<file path="config.mk">
export PLATFORM = sky130hd
export DESIGN_NAME = feedback_priority_thread_scheduler_flat
export DESIGN_NICKNAME = d
export VERILOG_FILES = /design/src/fps_pkg.sv /design/src/fps_if.sv /design/src/fps_ram.sv /design/src/fps_lvl.sv /design/src/feedback_priority_thread_scheduler.sv /design/src/flat_wrapper.sv
export SDC_FILE = /design/constraint.sdc
export NUM_CORES = 2
export LEC_CHECK = 0
export ABC_AREA = 1
export BUFFER_PORTS_ARGS = -buffer_cell sky130_fd_sc_hd__buf_2
export CORE_UTILIZATION = 35
export CTS_CLUSTER_DIAMETER = 100
export CTS_CLUSTER_SIZE = 30
export DETAILED_ROUTE_END_ITERATION = 8
export GPL_TIMING_DRIVEN = 0
export SYNTH_ARGS = -nofsm -noshare
export SYNTH_HDL_FRONTEND = slang
export SYNTH_HIERARCHICAL = 1
export SYNTH_SLANG_ARGS = --single-unit
</file>
<file path="constraint.sdc">
create_clock -name clk_i -period 24.3 [get_ports clk_i]
set_input_delay 3.645 -clock clk_i [delete_from_list [all_inputs] [get_ports clk_i]]
set_output_delay 3.645 -clock clk_i [all_outputs]
set_load 0.01 [all_outputs]
</file>
<file path="src/fps_pkg.sv">
// ----------------------------------------------------------------------------
// fps_pkg: shared definitions of the feedback priority thread scheduler
// Sizes, event codes, the slot addressing function and the structs that
// pass between the level bookkeeping and the top level.
// ----------------------------------------------------------------------------
package fps_pkg;

  localparam int unsigned LEVELS      = 20;
  localparam int unsigned MAX_THREADS = 16;

  // Fixed widths of the item fields.
  localparam int unsigned ACT_W = 3;
  localparam int unsigned TID_W = 4;
  localparam int unsigned LVL_W = 5;

  // Derived sizes.
  localparam int unsigned LIDX_W     = $clog2(LEVELS);
  localparam int unsigned IDX_W      = $clog2(MAX_THREADS);
  localparam int unsigned CNT_W      = $clog2(MAX_THREADS + 1);
  localparam int unsigned SLOT_DEPTH = LEVELS * MAX_THREADS;
  localparam int unsigned SLOT_AW    = $clog2(SLOT_DEPTH);

  // Event codes.
  localparam logic [ACT_W-1:0] ACT_NEW     = 3'd0;
  localparam logic [ACT_W-1:0] ACT_BLOCK   = 3'd1;
  localparam logic [ACT_W-1:0] ACT_END     = 3'd2;
  localparam logic [ACT_W-1:0] ACT_UNBLOCK = 3'd3;
  localparam logic [ACT_W-1:0] ACT_TIMER   = 3'd4;

  typedef struct packed {
    logic              valid;
    logic [LIDX_W-1:0] lvl;
  } lvl_req_t;

  typedef struct packed {
    logic              any;    // at least one level holds a thread
    logic [LIDX_W-1:0] first;  // highest priority non-empty level
  } lvl_stat_t;

  // Ring index advance with wrap at the level depth.
  function automatic logic [IDX_W-1:0] next_idx(input logic [IDX_W-1:0] idx);
    logic [IDX_W-1:0] res;
    if (idx == IDX_W'(MAX_THREADS - 1)) begin
      res = '0;
    end else begin
      res = idx + IDX_W'(1);
    end
    return res;
  endfunction

  // Slot memory address of one ring position of one level.
  function automatic logic [SLOT_AW-1:0] slot_addr(input logic [LIDX_W-1:0] lvl,
                                                    input logic [IDX_W-1:0]  idx);
    logic [SLOT_AW-1:0] base;
    base = SLOT_AW'(SLOT_AW'(lvl) * SLOT_AW'(MAX_THREADS));
    return SLOT_AW'(base + SLOT_AW'(idx));
  endfunction

endpackage

</file>
<file path="src/fps_if.sv">
// ----------------------------------------------------------------------------
// fps_if: channel interfaces of the thread scheduler
// Event channel and result channel, each with valid, ready and payload.
// ----------------------------------------------------------------------------
interface fps_in_if import fps_pkg::*; ();
  logic             valid;
  logic             ready;
  logic [ACT_W-1:0] action;
  logic [TID_W-1:0] thread_id;

  modport source (output valid, output action, output thread_id, input ready);
  modport sink   (input valid, input action, input thread_id, output ready);
endinterface

interface fps_out_if import fps_pkg::*; ();
  logic             valid;
  logic             ready;
  logic             switched;
  logic [TID_W-1:0] old_thread;
  logic [TID_W-1:0] new_thread;
  logic [LVL_W-1:0] new_level;
  logic             none_ready;
  logic             overflow;

  modport source (output valid, output switched, output old_thread, output new_thread,
                  output new_level, output none_ready, output overflow, input ready);
  modport sink   (input valid, input switched, input old_thread, input new_thread,
                  input new_level, input none_ready, input overflow, output ready);
endinterface

</file>
<file path="src/fps_ram.sv">
// ----------------------------------------------------------------------------
// fps_ram: generic single-port-write, single-port-read RAM
// One write and one registered read per cycle.
// ----------------------------------------------------------------------------
module fps_ram #(
  parameter int unsigned Width = 4,
  parameter int unsigned Depth = 320,
  localparam int unsigned AddrW = $clog2(Depth)
) (
  input  logic             clk_i,
  input  logic             we_i,
  input  logic [AddrW-1:0] waddr_i,
  input  logic [Width-1:0] wdata_i,
  input  logic             re_i,
  input  logic [AddrW-1:0] raddr_i,
  output logic [Width-1:0] rdata_o
);

  logic [Width-1:0] mem_q [Depth];
  logic [Width-1:0] rdata_q;

  always_ff @(posedge clk_i) begin
    if (we_i) begin
      mem_q[waddr_i] <= wdata_i;
    end
    if (re_i) begin
      rdata_q <= mem_q[raddr_i];
    end
  end

  assign rdata_o = rdata_q;

endmodule

</file>
<file path="src/fps_lvl.sv">
// ----------------------------------------------------------------------------
// fps_lvl: per-level ring pointers and occupancy
// Keeps head, tail and count of every level and finds the highest
// priority level that holds a thread.
// ----------------------------------------------------------------------------
module fps_lvl import fps_pkg::*; (
  input  logic             clk_i,
  input  logic             rst_ni,
  input  lvl_req_t         push_i,
  input  lvl_req_t         pop_i,
  output logic [IDX_W-1:0] tail_o,
  output logic             full_o,
  output logic [IDX_W-1:0] head_o,
  output lvl_stat_t        stat_o
);

  logic [IDX_W-1:0] head_q  [LEVELS];
  logic [IDX_W-1:0] tail_q  [LEVELS];
  logic [CNT_W-1:0] count_q [LEVELS];
  logic [LEVELS-1:0] nonempty;

  assign tail_o = tail_q[push_i.lvl];
  assign full_o = (count_q[push_i.lvl] == CNT_W'(MAX_THREADS));
  assign head_o = head_q[pop_i.lvl];

  always_comb begin
    stat_o.any   = 1'b0;
    stat_o.first = '0;
    for (int i = LEVELS - 1; i >= 0; i--) begin
      nonempty[i] = (count_q[i] != '0);
      if (nonempty[i]) begin
        stat_o.any   = 1'b1;
        stat_o.first = LIDX_W'(i);
      end
    end
  end

  always_ff @(posedge clk_i or negedge rst_ni) begin
    if (!rst_ni) begin
      for (int i = 0; i < LEVELS; i++) begin
        head_q[i]  <= '0;
        tail_q[i]  <= '0;
        count_q[i] <= '0;
      end
    end else begin
      for (int i = 0; i < LEVELS; i++) begin
        if (push_i.valid && push_i.lvl == LIDX_W'(i)) begin
          tail_q[i] <= next_idx(tail_q[i]);
        end
        if (pop_i.valid && pop_i.lvl == LIDX_W'(i)) begin
          head_q[i] <= next_idx(head_q[i]);
        end
        if ((push_i.valid && push_i.lvl == LIDX_W'(i)) &&
            !(pop_i.valid && pop_i.lvl == LIDX_W'(i))) begin
          count_q[i] <= count_q[i] + CNT_W'(1);
        end else if (!(push_i.valid && push_i.lvl == LIDX_W'(i)) &&
                     (pop_i.valid && pop_i.lvl == LIDX_W'(i))) begin
          count_q[i] <= count_q[i] - CNT_W'(1);
        end
      end
    end
  end

endmodule

</file>
<file path="src/feedback_priority_thread_scheduler.sv">
// ----------------------------------------------------------------------------
// feedback_priority_thread_scheduler: multilevel feedback thread scheduler
// Ready levels as FIFO rings in one slot memory, dispatch on block, end
// and timer tick, with demotion of the preempted thread.
// ----------------------------------------------------------------------------
// The scheduler takes one event at a time and returns exactly one result
// per event. New-thread and unblock events go from decode straight to the
// result state; block, end and timer tick events first pass the pop state.
// The next event is taken in the cycle after the result is registered.
// The slot memory sets the pace of a dispatch: a level's enqueue is
// written in the decode state, the dispatch read is issued the next
// cycle, and its data arrives in the cycle after that. A waiting result
// does not hold off the next event; only the completion of that event
// waits for it.
// ----------------------------------------------------------------------------
module feedback_priority_thread_scheduler import fps_pkg::*; (
  input  logic      clk_i,
  input  logic      rst_ni,
  fps_in_if.sink    in_i,
  fps_out_if.source out_o
);

  // Sequencer states.
  localparam logic [1:0] S_IDLE = 2'd0;  // waiting for an event
  localparam logic [1:0] S_EXEC = 2'd1;  // decode and enqueue
  localparam logic [1:0] S_POP  = 2'd2;  // pick a level and issue the slot read
  localparam logic [1:0] S_DONE = 2'd3;  // build the result

  logic [1:0]       state_q, state_d;
  logic [ACT_W-1:0] act_q;
  logic [TID_W-1:0] tid_q;
  logic [TID_W-1:0] run_tid_q;
  logic [LVL_W-1:0] run_lvl_q;
  logic             need_sw_q;
  logic             ovf_q;
  logic             any_q;
  logic [LIDX_W-1:0] pop_lvl_q;

  logic             out_valid_q;
  logic             out_sw_q;
  logic [TID_W-1:0] out_old_q;
  logic [TID_W-1:0] out_new_q;
  logic [LVL_W-1:0] out_lvl_q;
  logic             out_none_q;
  logic             out_ovf_q;

  // Decode of the held event.
  logic             is_enq;
  logic             is_drop;
  logic             is_tick;
  logic [LVL_W-1:0] push_lvl;
  logic [TID_W-1:0] push_tid;

  lvl_req_t         push_req;
  lvl_req_t         pop_req;
  logic [IDX_W-1:0] tail;
  logic [IDX_W-1:0] head;
  logic             full;
  lvl_stat_t        stat;
  logic [TID_W-1:0] slot_rdata;

  logic             in_xfer;
  logic             done_fire;
  logic             sw;

  assign in_i.ready = (state_q == S_IDLE);
  assign in_xfer    = in_i.valid && in_i.ready;

  always_comb begin
    is_enq  = act_q inside {ACT_NEW, ACT_UNBLOCK};
    is_drop = act_q inside {ACT_BLOCK, ACT_END};
    is_tick = (act_q == ACT_TIMER);
  end

  // A preempted thread sinks one level when someone else is waiting and it
  // is above the lowest level, else it stays on its level. The check for
  // waiting threads is made before the thread itself is queued.
  always_comb begin
    if (is_tick) begin
      push_tid = run_tid_q;
      if (run_lvl_q < LVL_W'(LEVELS - 1) && stat.any) begin
        push_lvl = run_lvl_q + LVL_W'(1);
      end else begin
        push_lvl = run_lvl_q;
      end
    end else begin
      push_tid = tid_q;
      push_lvl = '0;
    end
  end

  // The enqueue is written in the decode cycle; the dispatch read follows
  // in the next cycle, so a thread that was just queued is already visible
  // to it and no bypass around the slot memory is needed.
  always_comb begin
    push_req.lvl   = push_lvl[LIDX_W-1:0];
    push_req.valid = (state_q == S_EXEC) && (is_enq || is_tick) && !full;
    pop_req.lvl    = stat.first;
    pop_req.valid  = (state_q == S_POP) && stat.any;
  end

  fps_lvl u_lvl (
    .clk_i  (clk_i),
    .rst_ni (rst_ni),
    .push_i (push_req),
    .pop_i  (pop_req),
    .tail_o (tail),
    .full_o (full),
    .head_o (head),
    .stat_o (stat)
  );

  fps_ram #(
    .Width (TID_W),
    .Depth (SLOT_DEPTH)
  ) u_slots (
    .clk_i   (clk_i),
    .we_i    (push_req.valid),
    .waddr_i (slot_addr(push_req.lvl, tail)),
    .wdata_i (push_tid),
    .re_i    (pop_req.valid),
    .raddr_i (slot_addr(stat.first, head)),
    .rdata_o (slot_rdata)
  );

  // The result register is free when it is empty or drained in this cycle.
  assign done_fire = (state_q == S_DONE) && (!out_valid_q || out_o.ready);
  assign sw        = need_sw_q && any_q;

  always_comb begin
    state_d = state_q;
    case (state_q)
      S_IDLE: begin
        if (in_xfer) begin
          state_d = S_EXEC;
        end
      end
      S_EXEC: begin
        if (is_drop || is_tick) begin
          state_d = S_POP;
        end else begin
          state_d = S_DONE;
        end
      end
      S_POP: begin
        state_d = S_DONE;
      end
      S_DONE: begin
        if (done_fire) begin
          state_d = S_IDLE;
        end
      end
      default: begin
        state_d = S_IDLE;
      end
    endcase
  end

  always_ff @(posedge clk_i or negedge rst_ni) begin
    if (!rst_ni) begin
      state_q     <= S_IDLE;
      run_tid_q   <= '0;
      run_lvl_q   <= '0;
      need_sw_q   <= 1'b0;
      ovf_q       <= 1'b0;
      any_q       <= 1'b0;
      out_valid_q <= 1'b0;
    end else begin
      state_q <= state_d;
      if (state_q == S_EXEC) begin
        need_sw_q <= is_drop || is_tick;
        ovf_q     <= (is_enq || is_tick) && full;
        any_q     <= 1'b0;
      end
      if (state_q == S_POP) begin
        any_q <= stat.any;
      end
      if (done_fire) begin
        out_valid_q <= 1'b1;
        if (sw) begin
          run_tid_q <= slot_rdata;
          run_lvl_q <= LVL_W'(pop_lvl_q);
        end
      end else if (out_o.ready) begin
        out_valid_q <= 1'b0;
      end
    end
  end

  // Payload registers.
  always_ff @(posedge clk_i) begin
    if (in_xfer) begin
      act_q <= in_i.action;
      tid_q <= in_i.thread_id;
    end
    if (state_q == S_POP) begin
      pop_lvl_q <= stat.first;
    end
    if (done_fire) begin
      out_sw_q   <= sw;
      out_old_q  <= run_tid_q;
      out_new_q  <= sw ? slot_rdata : run_tid_q;
      out_lvl_q  <= sw ? LVL_W'(pop_lvl_q) : run_lvl_q;
      out_none_q <= need_sw_q && !any_q;
      out_ovf_q  <= ovf_q;
    end
  end

  assign out_o.valid      = out_valid_q;
  assign out_o.switched   = out_sw_q;
  assign out_o.old_thread = out_old_q;
  assign out_o.new_thread = out_new_q;
  assign out_o.new_level  = out_lvl_q;
  assign out_o.none_ready = out_none_q;
  assign out_o.overflow   = out_ovf_q;

endmodule

</file>
<file path="src/flat_wrapper.sv">
// flat-port wrapper written by rule: the top's interface ports become plain ports
module feedback_priority_thread_scheduler_flat import fps_pkg::*;
  (clk_i, rst_ni, in_i_valid, in_i_action, in_i_thread_id, in_i_ready, out_o_valid, out_o_switched, out_o_old_thread, out_o_new_thread, out_o_new_level, out_o_none_ready, out_o_overflow, out_o_ready);
  fps_in_if in_i_i ();
  fps_out_if out_o_i ();
  input  logic clk_i;
  input  logic rst_ni;
  input wire logic [$bits(in_i_i.valid)-1:0] in_i_valid;
  input wire logic [$bits(in_i_i.action)-1:0] in_i_action;
  input wire logic [$bits(in_i_i.thread_id)-1:0] in_i_thread_id;
  output wire logic [$bits(in_i_i.ready)-1:0] in_i_ready;
  output wire logic [$bits(out_o_i.valid)-1:0] out_o_valid;
  output wire logic [$bits(out_o_i.switched)-1:0] out_o_switched;
  output wire logic [$bits(out_o_i.old_thread)-1:0] out_o_old_thread;
  output wire logic [$bits(out_o_i.new_thread)-1:0] out_o_new_thread;
  output wire logic [$bits(out_o_i.new_level)-1:0] out_o_new_level;
  output wire logic [$bits(out_o_i.none_ready)-1:0] out_o_none_ready;
  output wire logic [$bits(out_o_i.overflow)-1:0] out_o_overflow;
  input wire logic [$bits(out_o_i.ready)-1:0] out_o_ready;
  assign in_i_i.valid = in_i_valid;
  assign in_i_i.action = in_i_action;
  assign in_i_i.thread_id = in_i_thread_id;
  assign in_i_ready = in_i_i.ready;
  assign out_o_valid = out_o_i.valid;
  assign out_o_switched = out_o_i.switched;
  assign out_o_old_thread = out_o_i.old_thread;
  assign out_o_new_thread = out_o_i.new_thread;
  assign out_o_new_level = out_o_i.new_level;
  assign out_o_none_ready = out_o_i.none_ready;
  assign out_o_overflow = out_o_i.overflow;
  assign out_o_i.ready = out_o_ready;
  feedback_priority_thread_scheduler u_core (.clk_i(clk_i), .rst_ni(rst_ni), .in_i(in_i_i), .out_o(out_o_i));
endmodule
</file>
Word-level counts from Yosys, hierarchy flattened. Memories as Yosys holds them, arrays and structs flattened. A register that Yosys moved wholly into a read port is not among the register bits. Cells that the tools add are included.

Memory bits (writable): 1280. Input bits: 11. Word-level logic and storage cells: 561. Bits in registers: 303. Output and inout bits: 18. Memories: 1.

Memories: u_core.u_slots.mem_q (words 320, bits a word 4, read ports 1, clocked after Yosys merged registers in 1, wr ports 1, line fps_ram.sv:19) `logic [Width-1:0] mem_q [Depth];`.

Reductions and logical operators: 184. Multiplexer cells: 124. Equality and inequality tests: 88. Order comparisons: 3. Add/sub/neg operators: 83. Bitwise operators: 2.

Operators by type and width (number): $mux 5 (45); $mux 4 (46); $add 4x1->4 const B (40); $eq 4x4->1 const B (40); $mux 6 (20); $add 5x1->5 const B (21); $reduce_bool 5->1 (20); $sub 5x1->5 const B (20); $logic_and 1x1->1 (89); $eq 5x4->1 const B (16); $reduce_bool 2->1 (24); $eq 5x5->1 const B (9); $logic_not 1->1 (43); $bmux 4 s5 (2); $eq 5x3->1 const B (8); $bmux 5 s5 (1); $eq 5x2->1 const B (4); $add 9x4->9 (2); $ge 6x6->1 const B (2); $not 5->6 (2); $eq 5x1->1 const B (2); $logic_not 5->1 (2); $pmux 2 s4 (1); $mux 1 (7); 13 further kinds (18).

Logic depth before layout (Yosys ltp).
Depth after elaboration: 36. Mapped depth: 44. Mapped depth without buffers: 42.

Modules after synthesis. Netlist, hierarchy kept.

Modules (own cells, without submodules): fps_ram (times used 1, seq. area each 38557.0 µm², area an instance 52750.6 µm², cells an instance 4532); fps_lvl (times used 1, seq. area each 6506.2 µm², area an instance 15912.8 µm², cells an instance 1888); feedback_priority_thread_scheduler (times used 1, seq. area each 1216.2 µm², area an instance 1946.9 µm², cells an instance 178).

Least setup slack after synthesis. No wires, ideal clock.

Path type: register -> register. Start: reg u_core.act_q[0]. End: mem u_core.u_slots.mem_q[0][0] (data pin). Setup slack: 8497 ps. Arrival time: 13121 ps. Library setup time: 2682 ps. Cell stages (with the launch flop): 5. Required time: 21618 ps. Buffers on the path: 1. Clock period less this slack: 15803 ps. Path through: edfxtp_1 > inv_1 > nand3_1 > buf_2 > o21ai_0.

Word-level cells in the longest chain between the ends: 2.

Ends and longest elaborated chain: start: declaration (line feedback_priority_thread_scheduler.sv:30) `logic [ACT_W-1:0] act_q;`; start signal: assignment (line feedback_priority_thread_scheduler.sv:193) `act_q <= in_i.action;`; $eq 3x3->1 (line feedback_priority_thread_scheduler.sv:72) `is_tick = (act_q == ACT_TIMER);`; $mux 4 (line feedback_priority_thread_scheduler.sv:79) `if (is_tick) begin`; net u_core.push_tid[0] (line feedback_priority_thread_scheduler.sv:52) `logic [TID_W-1:0] push_tid;`; end: declaration (line fps_ram.sv:19).

The timed path passes the listed nets, and every way through them passes these cells.

==> qor.json <==
{
  "grt.overflow.total": 0,
  "clk_latency_ns": 0.79,
  "worstMarginPinSlew_ns": 1.589,
  "timing.final.hold_violations": 0,
  "vias": 53158,
  "report.final.setup_viol": 0,
  "number_of_enable_flip_flop_cells_after_synthesis": 1312,
  "synthToLayoutAreaGrowth_pct": 9.085,
  "ys_warns": 6,
  "portion_of_the_post_synthesis_area_used_by_sequential_elements": 0.6554,
  "fin_util": 0.3850,
  "fill_cells": 19405,
  "most-common-layout-cells": "nand2_1 (1538), edfxtp_1 (1312), nand3_1 (1138), nor2_1 (622), o21ai_0 (292)",
  "netlist.top_cell.by_area": "edfxtp_1",
  "total_power_divided_by_cell_area_mw_per_mm2": 107.4,
  "max_clock_freq_mhz": 99.28,
  "timing.final.crit_period_ns": 10.07,
  "synth-seq-cells": 1587,
  "rrSetupSlack_ns": 14.23,
  "power_switching_w": 0.003743,
  "timing.critical_path.fanout_max": 10,
  "dieArea_mm2": 0.2035,
  "synth_area_mm2": 0.07061,
  "total_wirelength_of_the_detailed_routed_design_um": 246000,
  "die_w_um": 451.2,
  "synthDominantCellAreaShare": 0.5580,
  "finalClockSkew_ns": 0.09187,
  "grt_max_degree": 115,
  "power.share.sequential": 0.386,
  "drt.antenna.violating_nets": 0,
  "dpl_cell_area_mm2": 0.07519,
  "weighted_congestion_at_the_end_of_routability_driven_global_placement": 1.002,
  "postSynthCellCount": 6598,
  "first_global_vias": 48809,
  "io_buffer_count": 28,
  "met2_length_um": 104700,
  "drtIter0Drc": 8055,
  "drc_errors": 18,
  "multi_input_area_mm2": 0.02155,
  "layout.cells.most_common": "nand2_1",
  "run_status": "finished with violations",
  "timing_worst_setup_path_type": "reg -> reg",
  "num_io_pins": 29,
  "ys_dominant_reg_cell": "edfxtp_1",
  "finalNonFillerCells": 9434,
  "num-nets-final": 6894,
  "timing.max_cap.violations": 9,
  "rsz0062_at_grt": "no",
  "antenna_violations_before_repair": 12,
  "final_design_area_no_fill_mm2": 0.07703,
  "postLayoutSetupSlackWorst_ns": 14.23,
  "global_route_wire_length_before_repair_um": 347800,
  "sequential_cell_area_mm2": 0.04628,
  "core_area_mm2": 0.2001,
  "clock_power_share": 0.164,
  "initial_core_util": 0.3529,
  "switching_share": 0.4524,
  "cp-start-kind": "register",
  "tns_ns": 0,
  "synthesis.nets": 6755,
  "cts_max_path_buffers": 3,
  "layout_worst_path_cycle_share": 0.4145,
  "cts_setup_buffers": 0,
  "cts.reportedPaths.clkPinSlew_ns": 0.11,
  "fraction_of_final_layout_cells_with_drive_strength_greater_than_1": 0.06941,
  "dpl.hpwl_um": 175900,
  "cts_root_buf": "clkbuf_16",
  "p_int_w": 0.004529,
  "worst_ep_arrival_time_ns": 10.51,
  "ys_async_sr_fraction": 0.1733,
  "synth.area.top_cells": "edfxtp_1 (56%), dfrtp_1 (9.7%), nand2_1 (8.2%)",
  "route.detailed.vias_per_inst": 5.635,
  "hold_class": "reg -> reg",
  "worst_case_vdd_ir_drop_uv": 101.3,
  "met3_length_um": 31780,
  "drv_slew": 100,
  "comb_power_share": 0.450,
  "rows": 164,
  "m1WireLength_um": 96480,
  "critical_path.endpoint_type": "register",
  "detail_route.first_pass.iterations": 7,
  "cts_sinks": 1587,
  "avgSynthCellArea_um2": 10.70,
  "place_inst": 9331,
  "dieHeight_um": 451.2,
  "worstPathRequired_ns": 24.73,
  "hold_bufs_inserted_after_cts": 0,
  "grt.total_usage": 0.2346,
  "synth_cell_type_count": 56,
  "clock_tree_from_tritoncts": "built",
  "clock_tree.htree_level_count": 2,
  "max_slew_margin": -0.05955,
  "dp_slack_ns": 14.73,
  "cts_made_buffers": 60,
  "ctsResizeCount": 0,
  "violations": "DRC, capacitance limit, slew limit",
  "highest_layer": "met5",
  "p_leak_nw": 28.43,
  "drt-wirelength-per-cell_um": 26.08
}
-- flip-flops by register name, summed over array words and instances (netlist names) --
signal and count:
u_core/u_slots/mem_q 1280, u_core/u_lvl/count_q 100, u_core/u_lvl/head_q 80, u_core/u_lvl/tail_q 80, u_core/out_o.new_level 5, u_core/pop_lvl_q 5
u_core/run_lvl_q 5, u_core/out_o.new_thread 4, u_core/out_o.old_thread 4, u_core/run_tid_q 4, u_core/tid_q 4, u_core/u_slots/rdata_o 4
u_core/act_q 3, u_core/state_q 2, u_core/any_q 1, u_core/need_sw_q 1, u_core/out_o.none_ready 1, u_core/out_o.overflow 1
u_core/out_o.switched 1, u_core/out_o.valid 1, u_core/ovf_q 1
-- area by class of cell --
cell class                      instances  share of cell area
Sequential cell                      1587              0.6008
Timing Repair Buffer                   77             0.01529
Clock inverter                          9            0.002583
Antenna cell                            7           0.0002274
Tap cell                             2656             0.04314
Clock buffer                           87             0.02094
Buffer                                346             0.02208
Inverter                              308             0.01507
Multi-Input combinational cell       4357              0.2798
-- metrics by stage --
step	hold slack [ns]	total power, W
floorplan	0.4249	0.005288
global placement	0.4287	0.007014
detailed placement	0.4404	0.006811
CTS	0.4680	0.008124
global route	0.4872	0.008498
finish	0.4696	0.008272
-- cell usage after synthesis, types with 12 or more instances --
cell,number
nand2_2,12
a22oi_1,30
a21oi_1,114
buf_1,24
o22ai_1,94
a21o_1,39
nor4_1,17
o21ai_1,24
dfrtp_1,275
o221ai_1,17
o21ai_0,296
buf_2,156
edfxtp_1,1312
nand2_1,1538
nor3_1,24
xnor2_1,41
nor2_2,25
inv_1,285
nor2_1,622
fa_1,20
clkbuf_1,119
ha_1,126
inv_2,20
nand3_1,1138
buf_4,46
xor2_1,53
a31oi_1,32
nand4_1,13
or2_2,14
-- routing by layer --
metal	track usage	vias to the layer above
met4	0.1045	10
met2	0.3486	3258
met5	0	-
met3	0.05581	565
met1	0.3244	26072
li1	-	23253
-- power groups by stage --
| stage | clock network, W | logic [W] | registers [W] |
|---|---|---|---|
| finish | 0.00135 | 0.00372 | 0.00319 |
| global route | 0.00145 | 0.00384 | 0.00320 |
| CTS | 0.00137 | 0.00356 | 0.00319 |
| detailed placement | 0 | 0.00356 | 0.00325 |
| global placement | 0 | 0.00343 | 0.00359 |
| floorplan | 0 | 0.00190 | 0.00339 |
-- logic make-up after synthesis --
logic type               synth area share
flip-flops                         0.6554
AO/OA/AOI/OAI                     0.05729
adder cells (fa/ha/maj)           0.02800
XOR/XNOR                          0.01166
multiplexers                    0.0007619
AND/OR/NAND/NOR                    0.2066
buffers and inverters             0.04028
-- final timing paths --
kind | start | endpoint | depth (start not counted)
worst max-delay path | u_core/u_lvl/count_q[76]$_DFFE_PN0P_ | u_core/u_slots/mem_q[42][2]$_DFFE_PP_ | 25
worst min-delay path | u_core/run_tid_q[1]$_DFFE_PN0P_ | u_core/out_o.old_thread[1]$_DFFE_PP_ | 0
worst max register to register | u_core/u_lvl/count_q[76]$_DFFE_PN0P_ | u_core/u_slots/mem_q[42][2]$_DFFE_PP_ | 25
worst min register to register | u_core/run_tid_q[1]$_DFFE_PN0P_ | u_core/out_o.old_thread[1]$_DFFE_PP_ | 0
max in group asynchronous | rst_ni | u_core/u_lvl/count_q[52]$_DFFE_PN0P_ | 2
min in group asynchronous | rst_ni | u_core/u_lvl/count_q[93]$_DFFE_PN0P_ | 1
-- critical path, stage by stage (launching register included) --
cell	delay (ns)
dfrtp_1	0.45
nor2_1	0.12
inv_1	0.06
nor4_1	0.36
nand2_1	0.15
nor2_1	0.25
nand2_1	0.25
nor2_1	0.15
nand2_1	0.22
nand3_1	0.17
nand2_1	0.06
a21oi_1	1.00
inv_1	0.32
nor2_1	0.46
inv_1	0.18
buf_2	0.26
o22ai_1	0.19
o21ai_0	0.19
nand3_1	0.20
o22ai_1	0.23
nor2_1	0.90
nand2_1	0.19
nor2_1	0.73
clkinv_1	1.04
clkbuf_1	0.87
nor2_1	0.68
Power figures use the tool's default switching activity.
